### src/hdl/npp_pkg.sv
`timescale 1ns / 1ps

package npp_pkg;

    localparam int MAX_LINE_CHARS = 255;
    localparam int FIELD_SLOTS    = 16;
    localparam int LAST_FIELD     = FIELD_SLOTS - 1;
    localparam int INT_CAP        = 999999;
    localparam int LAT_LIMIT      = 900000000;
    localparam int LON_LIMIT      = 1800000000;

    localparam logic [7:0] CH_DOLLAR = 8'h24;
    localparam logic [7:0] CH_STAR   = 8'h2A;
    localparam logic [7:0] CH_COMMA  = 8'h2C;
    localparam logic [7:0] CH_POINT  = 8'h2E;
    localparam logic [7:0] CH_0      = 8'h30;
    localparam logic [7:0] CH_1      = 8'h31;
    localparam logic [7:0] CH_9      = 8'h39;
    localparam logic [7:0] CH_A      = 8'h41;
    localparam logic [7:0] CH_C      = 8'h43;
    localparam logic [7:0] CH_G      = 8'h47;
    localparam logic [7:0] CH_M      = 8'h4D;
    localparam logic [7:0] CH_R      = 8'h52;
    localparam logic [7:0] CH_S      = 8'h53;
    localparam logic [7:0] CH_V      = 8'h56;
    localparam logic [7:0] CH_W      = 8'h57;
    localparam logic [7:0] CH_S_LOW  = 8'h73;
    localparam logic [7:0] CH_W_LOW  = 8'h77;

    localparam logic REP_FIX = 1'b0;
    localparam logic REP_SAT = 1'b1;

    typedef enum logic [1:0] {
        K_UNKNOWN,
        K_GGA,
        K_RMC,
        K_GSV
    } t_kind;

    typedef enum logic [3:0] {
        R_NONE,
        R_TIME,
        R_LAT,
        R_LATH,
        R_LON,
        R_LONH,
        R_QUAL,
        R_COUNT,
        R_HDOP
    } t_role;

    typedef struct packed {
        logic [19:0] ival;
        logic [16:0] frac;
        logic [6:0]  two;
        logic [2:0]  fd;
        logic        point;
        logic        stop;
        logic        digit;
        logic        first;
    } t_scan;

    typedef struct packed {
        logic [19:0] lat_int;
        logic [16:0] lat_frac;
        logic [19:0] lon_int;
        logic [16:0] lon_frac;
        logic        lat_neg;
        logic        lon_neg;
        logic        lat_ok;
        logic        lon_ok;
        logic        qual;
        logic [7:0]  count;
        logic [13:0] hdop;
        logic [19:0] time_int;
        logic [6:0]  time_two;
    } t_acc;

    typedef struct packed {
        t_acc        acc;
        t_scan       scan;
        t_kind       kind;
        logic [4:0]  field;
        logic        bad;
    } t_line;

    localparam t_scan SCAN_CLEAR = '{ival: '0, frac: '0, two: '0, fd: '0, point: 1'b0,
                                     stop: 1'b0, digit: 1'b0, first: 1'b1};

    function automatic t_role f_role(input t_kind kind, input logic [4:0] field);
        t_role role;
        role = R_NONE;
        case (kind)
            K_GGA: begin
                case (field)
                    5'd1: role = R_TIME;
                    5'd2: role = R_LAT;
                    5'd3: role = R_LATH;
                    5'd4: role = R_LON;
                    5'd5: role = R_LONH;
                    5'd6: role = R_QUAL;
                    5'd7: role = R_COUNT;
                    5'd8: role = R_HDOP;
                    default: role = R_NONE;
                endcase
            end
            K_RMC: begin
                case (field)
                    5'd1: role = R_TIME;
                    5'd2: role = R_QUAL;
                    5'd3: role = R_LAT;
                    5'd4: role = R_LATH;
                    5'd5: role = R_LON;
                    5'd6: role = R_LONH;
                    default: role = R_NONE;
                endcase
            end
            K_GSV: begin
                if (field == 5'd2) begin
                    role = R_QUAL;
                end else if (field == 5'd3) begin
                    role = R_COUNT;
                end
            end
            default: role = R_NONE;
        endcase
        return role;
    endfunction

    function automatic t_acc f_field_end(input t_role role, input t_scan s, input t_acc a);
        t_acc        r;
        logic [26:0] h;
        r = a;
        h = 27'(s.ival) * 27'd100 + 27'(s.two);
        case (role)
            R_TIME: begin
                r.time_int = s.ival;
                r.time_two = s.two;
            end
            R_LAT: begin
                r.lat_int  = s.ival;
                r.lat_frac = s.frac;
                if (s.digit) r.lat_ok = 1'b1;
            end
            R_LON: begin
                r.lon_int  = s.ival;
                r.lon_frac = s.frac;
                if (s.digit) r.lon_ok = 1'b1;
            end
            R_COUNT: r.count = (s.ival > 20'd255) ? 8'd255 : s.ival[7:0];
            R_HDOP:  r.hdop  = (h > 27'd9999) ? 14'd9999 : h[13:0];
            default: r = a;
        endcase
        return r;
    endfunction

endpackage

### src/hdl/npp_queue.sv
`timescale 1ns / 1ps

module npp_queue (
    input  logic           i_clk,
    input  logic           i_rst_n,
    input  logic           i_push,
    input  npp_pkg::t_line i_data,
    output logic           o_full,
    input  logic           i_pop,
    output logic           o_empty,
    output npp_pkg::t_line o_data
);
    import npp_pkg::*;

    t_line      r_mem [2];
    logic       r_wptr;
    logic       r_rptr;
    logic [1:0] r_fill;

    assign o_full  = (r_fill == 2'd2);
    assign o_empty = (r_fill == 2'd0);
    assign o_data  = r_mem[r_rptr];

    always_ff @(posedge i_clk) begin
        if (i_push) begin
            r_mem[r_wptr] <= i_data;
        end
    end

    always_ff @(posedge i_clk) begin
        if (!i_rst_n) begin
            r_wptr <= 1'b0;
            r_rptr <= 1'b0;
            r_fill <= '0;
        end else begin
            if (i_push) r_wptr <= ~r_wptr;
            if (i_pop)  r_rptr <= ~r_rptr;
            r_fill <= r_fill + 2'(i_push) - 2'(i_pop);
        end
    end

endmodule

### config.mk
export PLATFORM = sky130hd
export DESIGN_NAME = npp_queue
export DESIGN_NICKNAME = d
export VERILOG_FILES = /design/src/hdl/npp_pkg.sv /design/src/hdl/npp_queue.sv
export SDC_FILE = /design/constraint.sdc
export NUM_CORES = 1
export LEC_CHECK = 0
export BUFFER_PORTS_ARGS = -buffer_cell sky130_fd_sc_hd__buf_2
export CAP_MARGIN = 20
export CORE_ASPECT_RATIO = 1.75
export CORE_UTILIZATION = 25
export DETAILED_ROUTE_END_ITERATION = 10
export SETUP_SLACK_MARGIN = 0.2
export SKIP_LAST_GASP = 1
export SLEW_MARGIN = 5
export SYNTH_ARGS = -nofsm -noshare
export SYNTH_HDL_FRONTEND = slang
export SYNTH_SLANG_ARGS = --single-unit
### constraint.sdc
create_clock -name i_clk -period 12.3 [get_ports i_clk]
set_input_delay 2.46 -clock i_clk [delete_from_list [all_inputs] [get_ports i_clk]]
set_output_delay 2.46 -clock i_clk [all_outputs]
set_load 0.01 [all_outputs]
==> results_dict.tcl <==
set metrics [dict create \
    routed_wl_um 30000 \
    design_area_um2 18100 \
    share_of_the_synthesized_area_in_the_top_cell_type_pct 78.8 \
    skew_ps 11.6 \
    chipHeight_um 318 \
    clockBufferDepth 3 \
    detailedRoute.firstPassIterationCount 5 \
    layout-drive-gt1-share_pct 61.1 \
    dieArea_um2 58000 \
    ys_seq_elements 379 \
    worstSetupPathType "register to primary output" \
    place_ws_ps 7020 \
    area.growth.synth_to_final_pct 27.2 \
    tightestPinTransition_ps 1080 \
    synth.area.top_cells "sky130_fd_sc_hd__edfxtp_1, sky130_fd_sc_hd__mux2_4, sky130_fd_sc_hd__mux2_2" \
    tritoncts.num_buffers 37 \
    final_common_cell "sky130_fd_sc_hd__buf_2" \
    power.leakage_nw 6.91 \
    ctsHtreeMaxLevel 2 \
    via_count 6964 \
    synth_area_leader_cell "sky130_fd_sc_hd__edfxtp_1" \
    power.ir.vdd_worst_uv 114 \
    power_density_nw_per_um2 161 \
    clock_tree.root_cell "sky130_fd_sc_hd__clkbuf_16" \
    place_congestion 0.731 \
    reg2reg_setup_slack_ps 9450 \
    grt_setup_unrepaired "no" \
    sequential_cell_area_in_the_final_layout_um2 11300 \
    drtAntennaViolNets 0 \
    timing.hold.ws_ps 580 \
    worst_setup_path_start_kind "register" \
    synth_seq_area_share_pct 79.5 \
    place.detailed.instances 1729 \
    num_io_pins 380 \
    cts_num_sinks 379 \
    rr_startpoint "r_wptr$_SDFFE_PN0P_" \
    routed_wire_length_per_instance_um 16.7 \
    worst_r2r_endpoint "r_mem[0][102]$_DFFE_PP_" \
    n_fill_cell 5426 \
    num-nets-final 1201 \
    post_synth_instance_area_um2 14300 \
    min-delay-start "r_rptr$_SDFFE_PN0P_" \
    setup_tns_ps 0 \
    core_um2 56300 \
    critical_path_fanouts_max 61 \
    outcome "completed" \
    post_drt_via_cell_ratio 3.87 \
    drc_errors 0 \
    syn_nets 796 \
    final-setup-viol-count 0 \
    initial_utilization_pct 25.3 \
    cts.reportedPaths.clkPinSlew_ps 60 \
    remaining_max_slew_budget_at_the_tightest_pin_pct 28.1 \
    maxClockFrequency_mhz 198 \
    timing.hold.worst_path_depth 2 \
    clk-insertion-delay-late_ps 540 \
    post-route-worst-setup-slack_ps 7260 \
    synth_area_per_cell_um2 23.6 \
    global_route_wire_length_before_repair_um 43800 \
    post_cts_resized 0 \
    floorplan.die.width_um 183 \
    hold_path_class "register to register" \
    period_share_pct 41.0 \
    grt_overall_usage_pct 10.2 \
    port_buffers 379 \
    ctsHoldBuffers 0 \
    pin_count_of_the_biggest_net_entering_global_routing 70 \
    final-instance-count-excl-fill 1798 \
    via_count_of_the_first_global_routing_pass 7444 \
    yosys_warnings 0 \
    placedInstanceArea_um2 17000 \
    cp-end-kind "primary output" \
    worst_r2r_path_depth 3 \
    grt-ovfl-total 0 \
    antenna_found_initial 10 \
    netlist_instances 603 \
    detailedRoute.firstIterationViolations 221 \
    std_cell_rows 115 \
    hpwl_um 20500 \
    ys_types 14 \
    finalHoldViolations 0 \
    timing.final.max_slew_violations 0 \
    commonest_cells_after_routing_fill_and_taps_aside "sky130_fd_sc_hd__buf_2, sky130_fd_sc_hd__edfxtp_1, sky130_fd_sc_hd__mux2_4, sky130_fd_sc_hd__mux2_2, sky130_fd_sc_hd__clkbuf_16" \
    required_ps 9840 \
    number_of_maximum_capacitance_constraint_violations 0 \
    postCtsSetupRepairBufs 0 \
    data_arrival_time_of_the_critical_path_ps 2580 \
    fin_crit_ps 5040 \
    cts_tree "done" \
    multi_input_combinational_cell_area_um2 2720 \
]
## state kept, by name (all words and copies together), names as in the netlist, named ones only
register	cells
r_fill	2
r_wptr	1
r_rptr	1
r_mem	374
## area by class of cell
type	instances	share of cell area [%]
Sequential cell	379	62.5
Inverter	2	0.0414
Clock inverter	19	0.711
Timing Repair Buffer	387	10.8
Tap cell	760	5.24
Antenna cell	3	0.0414
Clock buffer	47	5.66
Multi-Input combinational cell	201	15.0
## Yosys cell counts
| cell type | number |
|---|---|
| sky130_fd_sc_hd__and2_1 | 4 |
| sky130_fd_sc_hd__buf_2 | 5 |
| sky130_fd_sc_hd__buf_6 | 16 |
| sky130_fd_sc_hd__dfxtp_1 | 5 |
| sky130_fd_sc_hd__edfxtp_1 | 374 |
| sky130_fd_sc_hd__ha_1 | 2 |
| sky130_fd_sc_hd__inv_1 | 2 |
| sky130_fd_sc_hd__mux2_2 | 57 |
| sky130_fd_sc_hd__mux2_4 | 130 |
| sky130_fd_sc_hd__nor2_1 | 1 |
| sky130_fd_sc_hd__nor2b_1 | 4 |
| sky130_fd_sc_hd__o21a_1 | 1 |
| sky130_fd_sc_hd__xnor3_1 | 1 |
| sky130_fd_sc_hd__xor2_1 | 1 |
## routing by layer
metal  up-vias  wire length [um]  GRT usage, %
met5         -                76             0
met4        12              1410          5.99
met3        73              2490          4.02
met2       269             16600          19.5
met1      3399              9380          8.57
li1       3211                 -             -
## through the flow
step | util, % | total power [W]
after floorplan | - | 0.00175
after global placement | 30.2 | 0.00187
after detailed placement | 30.2 | 0.00187
after CTS | 32.2 | 0.00298
after global routing | 32.2 | 0.00303
final | 32.2 | 0.00292
## worst max-delay path by stage
| stage | end | slack, ps | depth (start not counted) |
|---|---|---|---|
| 6_report | o_data[1] | 7260 | 3 |
| 4_1_cts | o_data[1] | 7170 | 3 |
| 3_3_place_gp | r_mem[0][172]$_DFFE_PP_ | 7040 | 4 |
| 3_5_place_dp | r_mem[0][170]$_DFFE_PP_ | 7020 | 4 |
| 5_1_grt | o_data[1] | 7090 | 3 |
| 2_1_floorplan | r_wptr$_SDFFE_PN0P_ | 980 | 2 |
## cell families (layout without fill, tap and decap cells)
kind of cell	Yosys count	count (layout)	share of synthesized area, %
DFF	379	379	79.5
adders and majority gates	2	2	0.176
buffers and inverters	23	455	1.49
AOI/OAI and AO/OA	1	1	0.0527
other	0	3	0
and+or+nand+nor	9	9	0.377
xor gates and xnor gates	2	2	0.219
muxes	187	187	18.2
## critical path, stage by stage, from the launching register on
cell,delay (ps)
sky130_fd_sc_hd__dfxtp_4,530
sky130_fd_sc_hd__buf_4,870
sky130_fd_sc_hd__mux2_2,420
sky130_fd_sc_hd__buf_2,160
## power by group
| group | switching (W) | internal [W] | total, W |
|---|---|---|---|
| logic | 0.000161 | 0.000163 | 0.000324 |
| clock network | 0.000467 | 0.000613 | 0.00108 |
| registers | 0.0000182 | 0.00149 | 0.00151 |
(Power assumes the default switching activity.)
