--- config.mk ---
export PLATFORM = sky130hd
export DESIGN_NAME = npp_front
export DESIGN_NICKNAME = d
export VERILOG_FILES = /design/src/hdl/npp_pkg.sv /design/src/hdl/npp_front.sv
export SDC_FILE = /design/constraint.sdc
export NUM_CORES = 1
export LEC_CHECK = 0
export BUFFER_PORTS_ARGS = -buffer_cell sky130_fd_sc_hd__buf_2
export CAP_MARGIN = 0
export CELL_PAD_IN_SITES_DETAIL_PLACEMENT = 0
export CELL_PAD_IN_SITES_GLOBAL_PLACEMENT = 1
export CORE_MARGIN = 2
export CORE_UTILIZATION = 45
export DETAILED_ROUTE_END_ITERATION = 8
export MAX_ROUTING_LAYER = met4
export PLACE_DENSITY = 0.92
export REMOVE_ABC_BUFFERS = 1
export SLEW_MARGIN = 0
export SYNTH_ARGS = -nofsm -noshare
export SYNTH_HDL_FRONTEND = slang
export SYNTH_SLANG_ARGS = --single-unit
--- constraint.sdc ---
create_clock -name i_clk -period 10.39 [get_ports i_clk]
set_input_delay 2.078 -clock i_clk [delete_from_list [all_inputs] [get_ports i_clk]]
set_output_delay 2.078 -clock i_clk [all_outputs]
set_load 0.01 [all_outputs]
--- src/hdl/npp_pkg.sv ---
`timescale 1ns / 1ps

package npp_pkg;

    localparam int MAX_LINE_CHARS = 255;
    localparam int FIELD_SLOTS    = 16;
    localparam int LAST_FIELD     = FIELD_SLOTS - 1;
    localparam int INT_CAP        = 999999;
    localparam int LAT_LIMIT      = 900000000;
    localparam int LON_LIMIT      = 1800000000;

    localparam logic [7:0] CH_DOLLAR = 8'h24;
    localparam logic [7:0] CH_STAR   = 8'h2A;
    localparam logic [7:0] CH_COMMA  = 8'h2C;
    localparam logic [7:0] CH_POINT  = 8'h2E;
    localparam logic [7:0] CH_0      = 8'h30;
    localparam logic [7:0] CH_1      = 8'h31;
    localparam logic [7:0] CH_9      = 8'h39;
    localparam logic [7:0] CH_A      = 8'h41;
    localparam logic [7:0] CH_C      = 8'h43;
    localparam logic [7:0] CH_G      = 8'h47;
    localparam logic [7:0] CH_M      = 8'h4D;
    localparam logic [7:0] CH_R      = 8'h52;
    localparam logic [7:0] CH_S      = 8'h53;
    localparam logic [7:0] CH_V      = 8'h56;
    localparam logic [7:0] CH_W      = 8'h57;
    localparam logic [7:0] CH_S_LOW  = 8'h73;
    localparam logic [7:0] CH_W_LOW  = 8'h77;

    localparam logic REP_FIX = 1'b0;
    localparam logic REP_SAT = 1'b1;

    typedef enum logic [1:0] {
        K_UNKNOWN,
        K_GGA,
        K_RMC,
        K_GSV
    } t_kind;

    typedef enum logic [3:0] {
        R_NONE,
        R_TIME,
        R_LAT,
        R_LATH,
        R_LON,
        R_LONH,
        R_QUAL,
        R_COUNT,
        R_HDOP
    } t_role;

    typedef struct packed {
        logic [19:0] ival;
        logic [16:0] frac;
        logic [6:0]  two;
        logic [2:0]  fd;
        logic        point;
        logic        stop;
        logic        digit;
        logic        first;
    } t_scan;

    typedef struct packed {
        logic [19:0] lat_int;
        logic [16:0] lat_frac;
        logic [19:0] lon_int;
        logic [16:0] lon_frac;
        logic        lat_neg;
        logic        lon_neg;
        logic        lat_ok;
        logic        lon_ok;
        logic        qual;
        logic [7:0]  count;
        logic [13:0] hdop;
        logic [19:0] time_int;
        logic [6:0]  time_two;
    } t_acc;

    typedef struct packed {
        t_acc        acc;
        t_scan       scan;
        t_kind       kind;
        logic [4:0]  field;
        logic        bad;
    } t_line;

    localparam t_scan SCAN_CLEAR = '{ival: '0, frac: '0, two: '0, fd: '0, point: 1'b0,
                                     stop: 1'b0, digit: 1'b0, first: 1'b1};

    function automatic t_role f_role(input t_kind kind, input logic [4:0] field);
        t_role role;
        role = R_NONE;
        case (kind)
            K_GGA: begin
                case (field)
                    5'd1: role = R_TIME;
                    5'd2: role = R_LAT;
                    5'd3: role = R_LATH;
                    5'd4: role = R_LON;
                    5'd5: role = R_LONH;
                    5'd6: role = R_QUAL;
                    5'd7: role = R_COUNT;
                    5'd8: role = R_HDOP;
                    default: role = R_NONE;
                endcase
            end
            K_RMC: begin
                case (field)
                    5'd1: role = R_TIME;
                    5'd2: role = R_QUAL;
                    5'd3: role = R_LAT;
                    5'd4: role = R_LATH;
                    5'd5: role = R_LON;
                    5'd6: role = R_LONH;
                    default: role = R_NONE;
                endcase
            end
            K_GSV: begin
                if (field == 5'd2) begin
                    role = R_QUAL;
                end else if (field == 5'd3) begin
                    role = R_COUNT;
                end
            end
            default: role = R_NONE;
        endcase
        return role;
    endfunction

    function automatic t_acc f_field_end(input t_role role, input t_scan s, input t_acc a);
        t_acc        r;
        logic [26:0] h;
        r = a;
        h = 27'(s.ival) * 27'd100 + 27'(s.two);
        case (role)
            R_TIME: begin
                r.time_int = s.ival;
                r.time_two = s.two;
            end
            R_LAT: begin
                r.lat_int  = s.ival;
                r.lat_frac = s.frac;
                if (s.digit) r.lat_ok = 1'b1;
            end
            R_LON: begin
                r.lon_int  = s.ival;
                r.lon_frac = s.frac;
                if (s.digit) r.lon_ok = 1'b1;
            end
            R_COUNT: r.count = (s.ival > 20'd255) ? 8'd255 : s.ival[7:0];
            R_HDOP:  r.hdop  = (h > 27'd9999) ? 14'd9999 : h[13:0];
            default: r = a;
        endcase
        return r;
    endfunction

endpackage

--- src/hdl/npp_front.sv ---
`timescale 1ns / 1ps

module npp_front (
    input  logic          i_clk,
    input  logic          i_rst_n,
    input  logic          i_valid,
    input  logic [7:0]    i_char_code,
    input  logic          i_line_end,
    input  logic          i_full,
    output logic          o_push,
    output npp_pkg::t_line o_line
);
    import npp_pkg::*;

    logic [7:0] r_count, n_count;
    logic [4:0] r_field, n_field;
    t_kind      r_kind, n_kind;
    logic       r_nod, n_nod;
    logic       r_star, n_star;
    t_acc       r_acc, n_acc;
    t_scan      r_scan, n_scan;

    always_comb begin
        t_role       role;
        logic [7:0]  c;
        logic [7:0]  want;
        logic [3:0]  d;
        logic [23:0] ni;
        logic [16:0] w;
        role    = f_role(r_kind, r_field);
        c       = i_char_code;
        d       = c[3:0];
        ni      = 24'(r_scan.ival) * 24'd10 + 24'(d);
        case (r_scan.fd)
            3'd0:    w = 17'd10000;
            3'd1:    w = 17'd1000;
            3'd2:    w = 17'd100;
            3'd3:    w = 17'd10;
            default: w = 17'd1;
        endcase
        want    = (r_kind == K_GGA) ? CH_0 : ((r_kind == K_RMC) ? CH_A : CH_1);
        n_count = r_count;
        n_field = r_field;
        n_kind  = r_kind;
        n_nod   = r_nod;
        n_star  = r_star;
        n_acc   = r_acc;
        n_scan  = r_scan;
        o_push  = 1'b0;
        if (i_valid && !i_full) begin
            if (r_count < 8'(MAX_LINE_CHARS)) begin
                n_count = r_count + 8'd1;
                if (r_count == 8'd0 && c != CH_DOLLAR) n_nod = 1'b1;
                if (!n_nod && !r_star) begin
                    if (c == CH_STAR) begin
                        n_star = 1'b1;
                        if (r_count < 8'd6) n_kind = K_UNKNOWN;
                    end else if (r_field == 5'd0) begin
                        case (r_count)
                            8'd3: begin
                                n_kind = (c == CH_G) ? K_GGA : ((c == CH_R) ? K_RMC : K_UNKNOWN);
                            end
                            8'd4: begin
                                if (r_kind == K_GGA) begin
                                    n_kind = (c == CH_G) ? K_GGA : ((c == CH_S) ? K_GSV : K_UNKNOWN);
                                end else if (r_kind == K_RMC) begin
                                    n_kind = (c == CH_M) ? K_RMC : K_UNKNOWN;
                                end
                            end
                            8'd5: begin
                                if (c != ((r_kind == K_GGA) ? CH_A :
                                          ((r_kind == K_RMC) ? CH_C : CH_V))) begin
                                    n_kind = K_UNKNOWN;
                                end
                            end
                            default: n_kind = r_kind;
                        endcase
                        if (c == CH_COMMA) begin
                            n_field = 5'd1;
                            n_scan  = SCAN_CLEAR;
                        end
                    end else if (c == CH_COMMA && r_field < 5'(LAST_FIELD)) begin
                        n_acc   = f_field_end(role, r_scan, r_acc);
                        n_field = r_field + 5'd1;
                        n_scan  = SCAN_CLEAR;
                    end else begin
                        if (r_scan.first) begin
                            n_scan.first = 1'b0;
                            if (role == R_LATH || role == R_LONH) begin
                                if (c inside {CH_S, CH_S_LOW, CH_W, CH_W_LOW}) begin
                                    if (role == R_LATH) n_acc.lat_neg = 1'b1;
                                    else n_acc.lon_neg = 1'b1;
                                end
                            end else if (role == R_QUAL) begin
                                n_acc.qual = (c == want);
                            end
                        end
                        if (!r_scan.stop) begin
                            if (c inside {[CH_0:CH_9]}) begin
                                if (!r_scan.point) begin
                                    n_scan.ival = (ni > 24'(INT_CAP)) ? 20'(INT_CAP) : ni[19:0];
                                end else if (r_scan.fd < 3'd5) begin
                                    n_scan.frac = r_scan.frac + 17'(w * 17'(d));
                                    if (r_scan.fd == 3'd0) begin
                                        n_scan.two = 7'(d) * 7'd10;
                                    end else if (r_scan.fd == 3'd1) begin
                                        n_scan.two = r_scan.two + 7'(d);
                                    end
                                    n_scan.fd = r_scan.fd + 3'd1;
                                end
                                n_scan.digit = 1'b1;
                            end else if (c == CH_POINT && !r_scan.point) begin
                                n_scan.point = 1'b1;
                            end else begin
                                n_scan.stop = 1'b1;
                            end
                        end
                    end
                end
            end
            if (i_line_end) begin
                o_push = 1'b1;
            end
        end
        o_line.acc   = n_acc;
        o_line.scan  = n_scan;
        o_line.kind  = n_kind;
        o_line.field = n_field;
        o_line.bad   = n_nod || (n_count < 8'd6);
    end

    always_ff @(posedge i_clk) begin
        if (!i_rst_n || o_push) begin
            r_count <= '0;
            r_field <= '0;
            r_kind  <= K_UNKNOWN;
            r_nod   <= 1'b0;
            r_star  <= 1'b0;
            r_acc   <= '0;
            r_scan  <= SCAN_CLEAR;
        end else begin
            r_count <= n_count;
            r_field <= n_field;
            r_kind  <= n_kind;
            r_nod   <= n_nod;
            r_star  <= n_star;
            r_acc   <= n_acc;
            r_scan  <= n_scan;
        end
    end

endmodule

==> flow_metrics.py, run 1 <==
metrics = {
    "floorplan": {
        "ios": 201,
        "row_count": 69,
        "die_w_um": 192.5,
        "coreArea_um2": 35310,
        "dieArea_um2": 37070,
        "fp.dieH_um": 192.5,
        "initial_core_util": 0.4530,
    },
    "pwr": {
        "leakage_uw": 0.008791,
        "max-vdd-ir-drop_v": 0.0001161,
        "power_density_nw_per_um2": 86.50,
    },
    "worst_setup_path": {
        "worstReg2RegStart": "r_scan[4]$_SDFF_PP0_",
        "critPathLaunchType": "input pin",
        "worstReg2RegEnd": "r_scan[30]$_SDFF_PP0_",
        "path_buf_inv": 5,
        "crit_end": "o_line[38]",
        "r2r_cells": 17,
        "critical_path_depth": 19,
        "worst-endpoint-arrival_ps": 7470,
        "endpoint_kind": "primary output",
        "critPathKind": "in2out",
        "required_ps": 8310,
        "cp_top_family": "adder cells",
        "crit_path_max_incr_delay_ps": 590,
        "crit_chain": "buf_2 > inv_1 > nor2_1 > inv_1 > fa_1 > inv_1 > fa_1 > fa_1 > ha_1 > a2111oi_0 > nor3_1 > a2111oi_0 > nor3_1 > a211o_1 > a21oi_1 > xnor2_1 > nand2_1 > a22oi_1 > buf_2",
        "critPathMaxFanout": 20,
        "reg2reg_slack_ps": 4140,
        "cp_slowest_cell": "a2111oi_0",
        "crit_start": "i_char_code[2]",
    },
    "timing": {
        "slew_viol_final": 0,
        "rsz0062_at_grt": "false",
        "fin_setup_tns_ps": 0,
        "setup_violations": 0,
        "min_period_over_period": 0.9188,
        "max_freq_mhz": 104.8,
        "skew_ps": 10.02,
        "slew_headroom": 0.2781,
        "hold_slack_ps": 461.1,
        "hold_violations": 0,
        "layout_min_cycle_time_ps": 9547,
        "worst_pin_slew_ps": 1083,
    },
    "finish": {
        "drive_above_1_share": 0.1738,
        "finalCoreUtilization": 0.5075,
        "stdcell_area_um2": 17920,
        "final_common_cell": "nand2_1",
        "stdcell_count": 2561,
        "area_delta_synth_final_pct": 12.03,
        "antennaDiodeCount": 0,
        "fillers": 3382,
        "fin_nets": 2316,
        "final_cell_mix": "nand2_1, dfxtp_1, buf_2",
    },
    "cts": {
        "post_cts_buffers": 0,
        "clk_path_buf_depth": 2,
        "root_buffer": "clkbuf_16",
        "clk_latency_ps": 460,
        "cts-hold-fix-buffers": 0,
        "clk_transition_reported_paths_ps": 70,
        "cts-buffers-inserted": 17,
        "cts.sinks": 200,
        "h-tree-depth": 4,
        "cts_resized": 0,
        "cts_tree": "done",
    },
    "hold_path": {
        "holdCritStartpoint": "r_acc[81]$_SDFF_PP0_",
        "min_path_type": "reg2reg",
    },
    "yosys": {
        "synthArstFlopShare": 0,
        "avgSynthCellArea_um2": 8.241,
        "synth_area_um2": 16000,
        "yosysWarnings": 0,
        "yosys.cell_types.count": 95,
        "synth_area_leaders": "dfxtp_1, ha_1, fa_1",
        "ys_seq_elements": 200,
        "synth_top_cell_by_area": "dfxtp_1",
        "synth.top_cell.area_share": 0.2503,
        "syn_inst": 1941,
        "synth_edf_count": 0,
        "ys.flop_type": "dfxtp_1",
        "ys_seq_area_frac": 0.2503,
    },
    "route": {
        "ant_nets": 0,
        "wirelength_um": 43980,
        "via_per_inst": 5.610,
        "drt-initial-drc-count": 975,
        "vias": 14370,
        "drtPass1Iterations": 5,
        "drc": 0,
        "wl_per_cell_um": 17.17,
    },
    "placement": {
        "dp.cells": 2529,
        "gp_congestion": 0.8952,
        "port_buffers": 200,
        "dp_hpwl_um": 32760,
        "place_area_um2": 17330,
    },
    "grt": {
        "grt_usage": 0.2459,
        "grt_pass1_vias": 13900,
        "grt_pass1_wl_um": 70420,
        "overflow": 0,
        "grt_start_max_net_pins": 114,
        "antenna_found_initial": 0,
    },
    "job": {
        "drv_cap": 0,
    },
    "status": {
        "status": "finished, final reports clean",
    },
}
-- tightest hold or removal path, delay by kind of cell, from the launching register on --
family | cells | cell delay (ps)
AOI/OAI and AO/OA | 1 | 50
and+or+nand+nor | 1 | 60
DFF | 1 | 300
-- state kept, by name, indices dropped and copies added (netlist names), named ones only --
| signal | flops |
|---|---|
| r_star | 1 |
| r_kind | 2 |
| r_field | 5 |
| r_nod | 1 |
| r_acc | 128 |
| r_scan | 51 |
| r_count | 8 |
-- synth_stat cells, drive strengths merged, types with 7 or more instances --
| master | count |
|---|---|
| a21oi | 127 |
| dfxtp | 200 |
| or3 | 13 |
| nor3b | 8 |
| nor2b | 19 |
| nand4 | 22 |
| buf | 16 |
| xor2 | 30 |
| nand3 | 44 |
| mux2 | 67 |
| or2 | 15 |
| a31oi | 9 |
| a2111oi | 9 |
| a22o | 27 |
| nor4 | 7 |
| or4 | 7 |
| xnor2 | 35 |
| mux2i | 9 |
| o21a | 18 |
| and2 | 122 |
| inv | 125 |
| nand2 | 246 |
| o21bai | 9 |
| ha | 164 |
| a211oi | 21 |
| fa | 52 |
| and3 | 22 |
| clkbuf | 65 |
| o21ai | 82 |
| a21o | 22 |
| o31ai | 12 |
| o211ai | 18 |
| nor2 | 135 |
| nor3 | 41 |
| nand2b | 22 |
-- area by class of cell --
cell class,count,area [um2],share of cell area
inverter,125,469.2,0.02618
clock buffer,17,425.4,0.02374
sequential,200,4004,0.2234
tap,461,576.8,0.03219
multi-input combinational,1535,11220,0.6262
clock inverter,15,162.7,0.009076
timing repair buffer,208,1061,0.05921
-- how the worst min path moves through the flow --
stage	depth (start not counted)	slack, ps	endpoint
2_1_floorplan	2	440	r_star$_SDFFE_PP0P_
5_1_grt	2	470	r_acc[34]$_SDFF_PP0_
6_report	2	460	r_acc[81]$_SDFF_PP0_
4_1_cts	2	460	r_acc[61]$_SDFF_PP0_
3_5_place_dp	2	450	r_acc[83]$_SDFF_PP0_
3_3_place_gp	2	450	r_acc[67]$_SDFF_PP0_
-- stage by stage --
| stage | setup slack (ps) | total power, uW |
|---|---|---|
| 2_1_floorplan | 2088 | 848.0 |
| 3_3_place_gp | 969.9 | 877.0 |
| 3_5_place_dp | 859.3 | 877.6 |
| 4_1_cts | 842.8 | 1565 |
| 5_1_grt | 372.6 | 1603 |
| 6_report | 843.4 | 1550 |
-- power by group --
part,internal [uW],switching (uW)
clock,360,330
sequential,766,0.911
combinational,31.8,61.2
total,1160,392
-- layer usage --
metal  global-route usage  wire, um  share of wire
met1               0.3139     20410           0.46
met2               0.3839     19900           0.45
met3              0.04055      2048          0.047
met4               0.1080      1618          0.037
met5                    -         0              0
-- kinds of logic after synthesis --
logic type	share of synthesized area
xor+xnor	0.03606
compound gates	0.1824
flops	0.2503
simple gates	0.2357
mux	0.05280
fa+ha+maj	0.1934
buf+inv	0.04935
No activity file was read; power rests on OpenSTA's default activity.
==> run 2, diff against run 1 <==
CORE_MARGIN = unset   (was 2)
==> flow_metrics.py, run 2 (same netlist as run 1, synthesis figures left out) <==
metrics = {
    "finish": {
        "largest_reg_flops": 128,
        "finalCoreUtilization": 0.5145,
        "final_common_cell": "nand2_1",
        "stdcell_count": 2555,
        "fin_nets": 2316,
        "reg.largest.list": "r_acc: 128 flops, r_scan: 51 flops, r_count: 8 flops",
        "antennaDiodeCount": 0,
        "largest_register": "r_acc",
        "area_delta_synth_final_pct": 11.91,
        "final_cell_mix": "nand2_1, dfxtp_1, buf_2",
        "drive_above_1_share": 0.1738,
    },
    "cts": {
        "clk_path_buf_depth": 2,
        "clk_transition_reported_paths_ps": 70,
        "post_cts_buffers": 0,
        "cts-buffers-inserted": 17,
        "root_buffer": "clkbuf_16",
        "cts_resized": 0,
        "cts.sinks": 200,
        "clk_latency_ps": 460,
        "h-tree-depth": 4,
        "cts-hold-fix-buffers": 0,
        "cts_tree": "done",
    },
    "timing": {
        "hold_slack_ps": 460.3,
        "worst_pin_slew_ps": 1250,
        "max_freq_mhz": 104.8,
        "layout_min_cycle_time_ps": 9538,
        "slew_headroom": 0.1668,
        "rsz0062_at_grt": "false",
        "fin_setup_tns_ps": 0,
        "setup_violations": 0,
        "skew_ps": 11.33,
        "slew_viol_final": 0,
        "hold_violations": 0,
        "setup_ws_ps": 851.6,
        "min_period_over_period": 0.9180,
    },
    "status": {
        "status": "finished, final reports clean",
    },
    "hold_path": {
        "min_path_type": "reg2reg",
    },
    "worst_setup_path": {
        "crit_path_max_incr_delay_ps": 590,
        "critPathLaunchType": "input pin",
        "critPathKind": "in2out",
        "endpoint_kind": "primary output",
        "worst-endpoint-arrival_ps": 7460,
        "critPathMaxFanout": 20,
        "crit_chain": "buf_2 > inv_1 > nor2_1 > inv_1 > fa_1 > inv_1 > fa_1 > fa_1 > ha_1 > a2111oi_0 > nor3_1 > a2111oi_0 > nor3_1 > a211o_1 > a21oi_1 > xnor2_1 > nand2_1 > a22oi_1 > buf_2",
        "cp_slowest_cell": "a2111oi_0",
        "required_ps": 8310,
        "path_buf_inv": 5,
        "cp_top_family": "adder cells",
    },
    "route": {
        "drtPass1Iterations": 6,
        "wl_met1_um": 20070,
        "vias": 14270,
        "wirelength_um": 42980,
        "wl_met3_um": 2001,
        "top_layer_used": "met4",
        "via_per_inst": 5.584,
        "wl_per_cell_um": 16.82,
        "drt-initial-drc-count": 808,
        "ant_nets": 0,
        "drc": 0,
        "wl_met2_um": 19530,
    },
    "floorplan": {
        "ios": 201,
        "initial_core_util": 0.4597,
        "row_count": 68,
        "coreArea_um2": 34800,
        "fp.dieH_um": 190.5,
        "dieArea_um2": 36310,
        "die_w_um": 190.5,
    },
    "grt": {
        "grt_start_max_net_pins": 114,
        "grt_pass1_vias": 13370,
        "antenna_found_initial": 0,
        "grt_pass1_wl_um": 68570,
        "overflow": 0,
        "grt_usage": 0.2433,
    },
    "placement": {
        "port_buffers": 200,
        "gp_congestion": 0.8907,
        "dp_hpwl_um": 32220,
        "place_ws_ps": 933.8,
        "dp.cells": 2523,
    },
    "pwr": {
        "power_density_nw_per_um2": 85.79,
        "max-vdd-ir-drop_v": 0.0001115,
        "leakage_uw": 0.008777,
    },
    "job": {
        "drv_cap": 0,
    },
}
## run 2: changes by cell type in the layout (fill, tap and decap cells not counted), sizes merged
cell	previous run	this run
clkbuf	17	18
clkinv	6	4
bufinv	2	1
clkinvlp	1	3
## run 2: worst paths after layout
| check | start | slack [ps] | cells after the start | to |
|---|---|---|---|---|
| setup reg to reg | r_scan[6]$_SDFF_PP0_ | 4380 | 19 | r_scan[30]$_SDFF_PP0_ |
| hold / removal | r_acc[77]$_SDFF_PP0_ | 460 | 2 | r_acc[77]$_SDFF_PP0_ |
| setup / recovery | i_char_code[2] | 850 | 19 | o_line[38] |
| hold reg to reg | r_acc[77]$_SDFF_PP0_ | 460 | 2 | r_acc[77]$_SDFF_PP0_ |
## run 2: routing by layer
| layer | up-vias | track usage |
|---|---|---|
| met3 | 65 | 0.04049 |
| met2 | 331 | 0.3807 |
| met4 | 0 | 0.09908 |
| met5 | - | - |
| li1 | 7100 | - |
| met1 | 6770 | 0.3107 |
## run 2: area by class of cell
type	count	area [um2]
multi-input cells	1535	11220
flip-flops and latches	200	4004
inverters	125	469.2
well taps	455	569.3
clock inverters	14	137.6
clock buffers	18	439.2
fillers	3322	16900
repair buffers	208	1061
## run 2: power breakdown
| group | switching [uW] | internal (uW) |
|---|---|---|
| Clock | 332 | 343 |
| Combinational | 60.8 | 31.9 |
| Sequential | 0.938 | 766 |
| Total | 394 | 1140 |
## run 2: tightest hold or removal path, stage by stage (launching register included)
cell and delay, ps:
dfxtp_1 300, nand2_1 60, a21oi_1 50
## run 2: stage by stage
stage	area, um2	total power (uW)
global route	17900	1591
finish	17900	1536
floorplan	15680	848.0
detailed placement	17330	877.8
global placement	17330	876.2
CTS	17900	1554
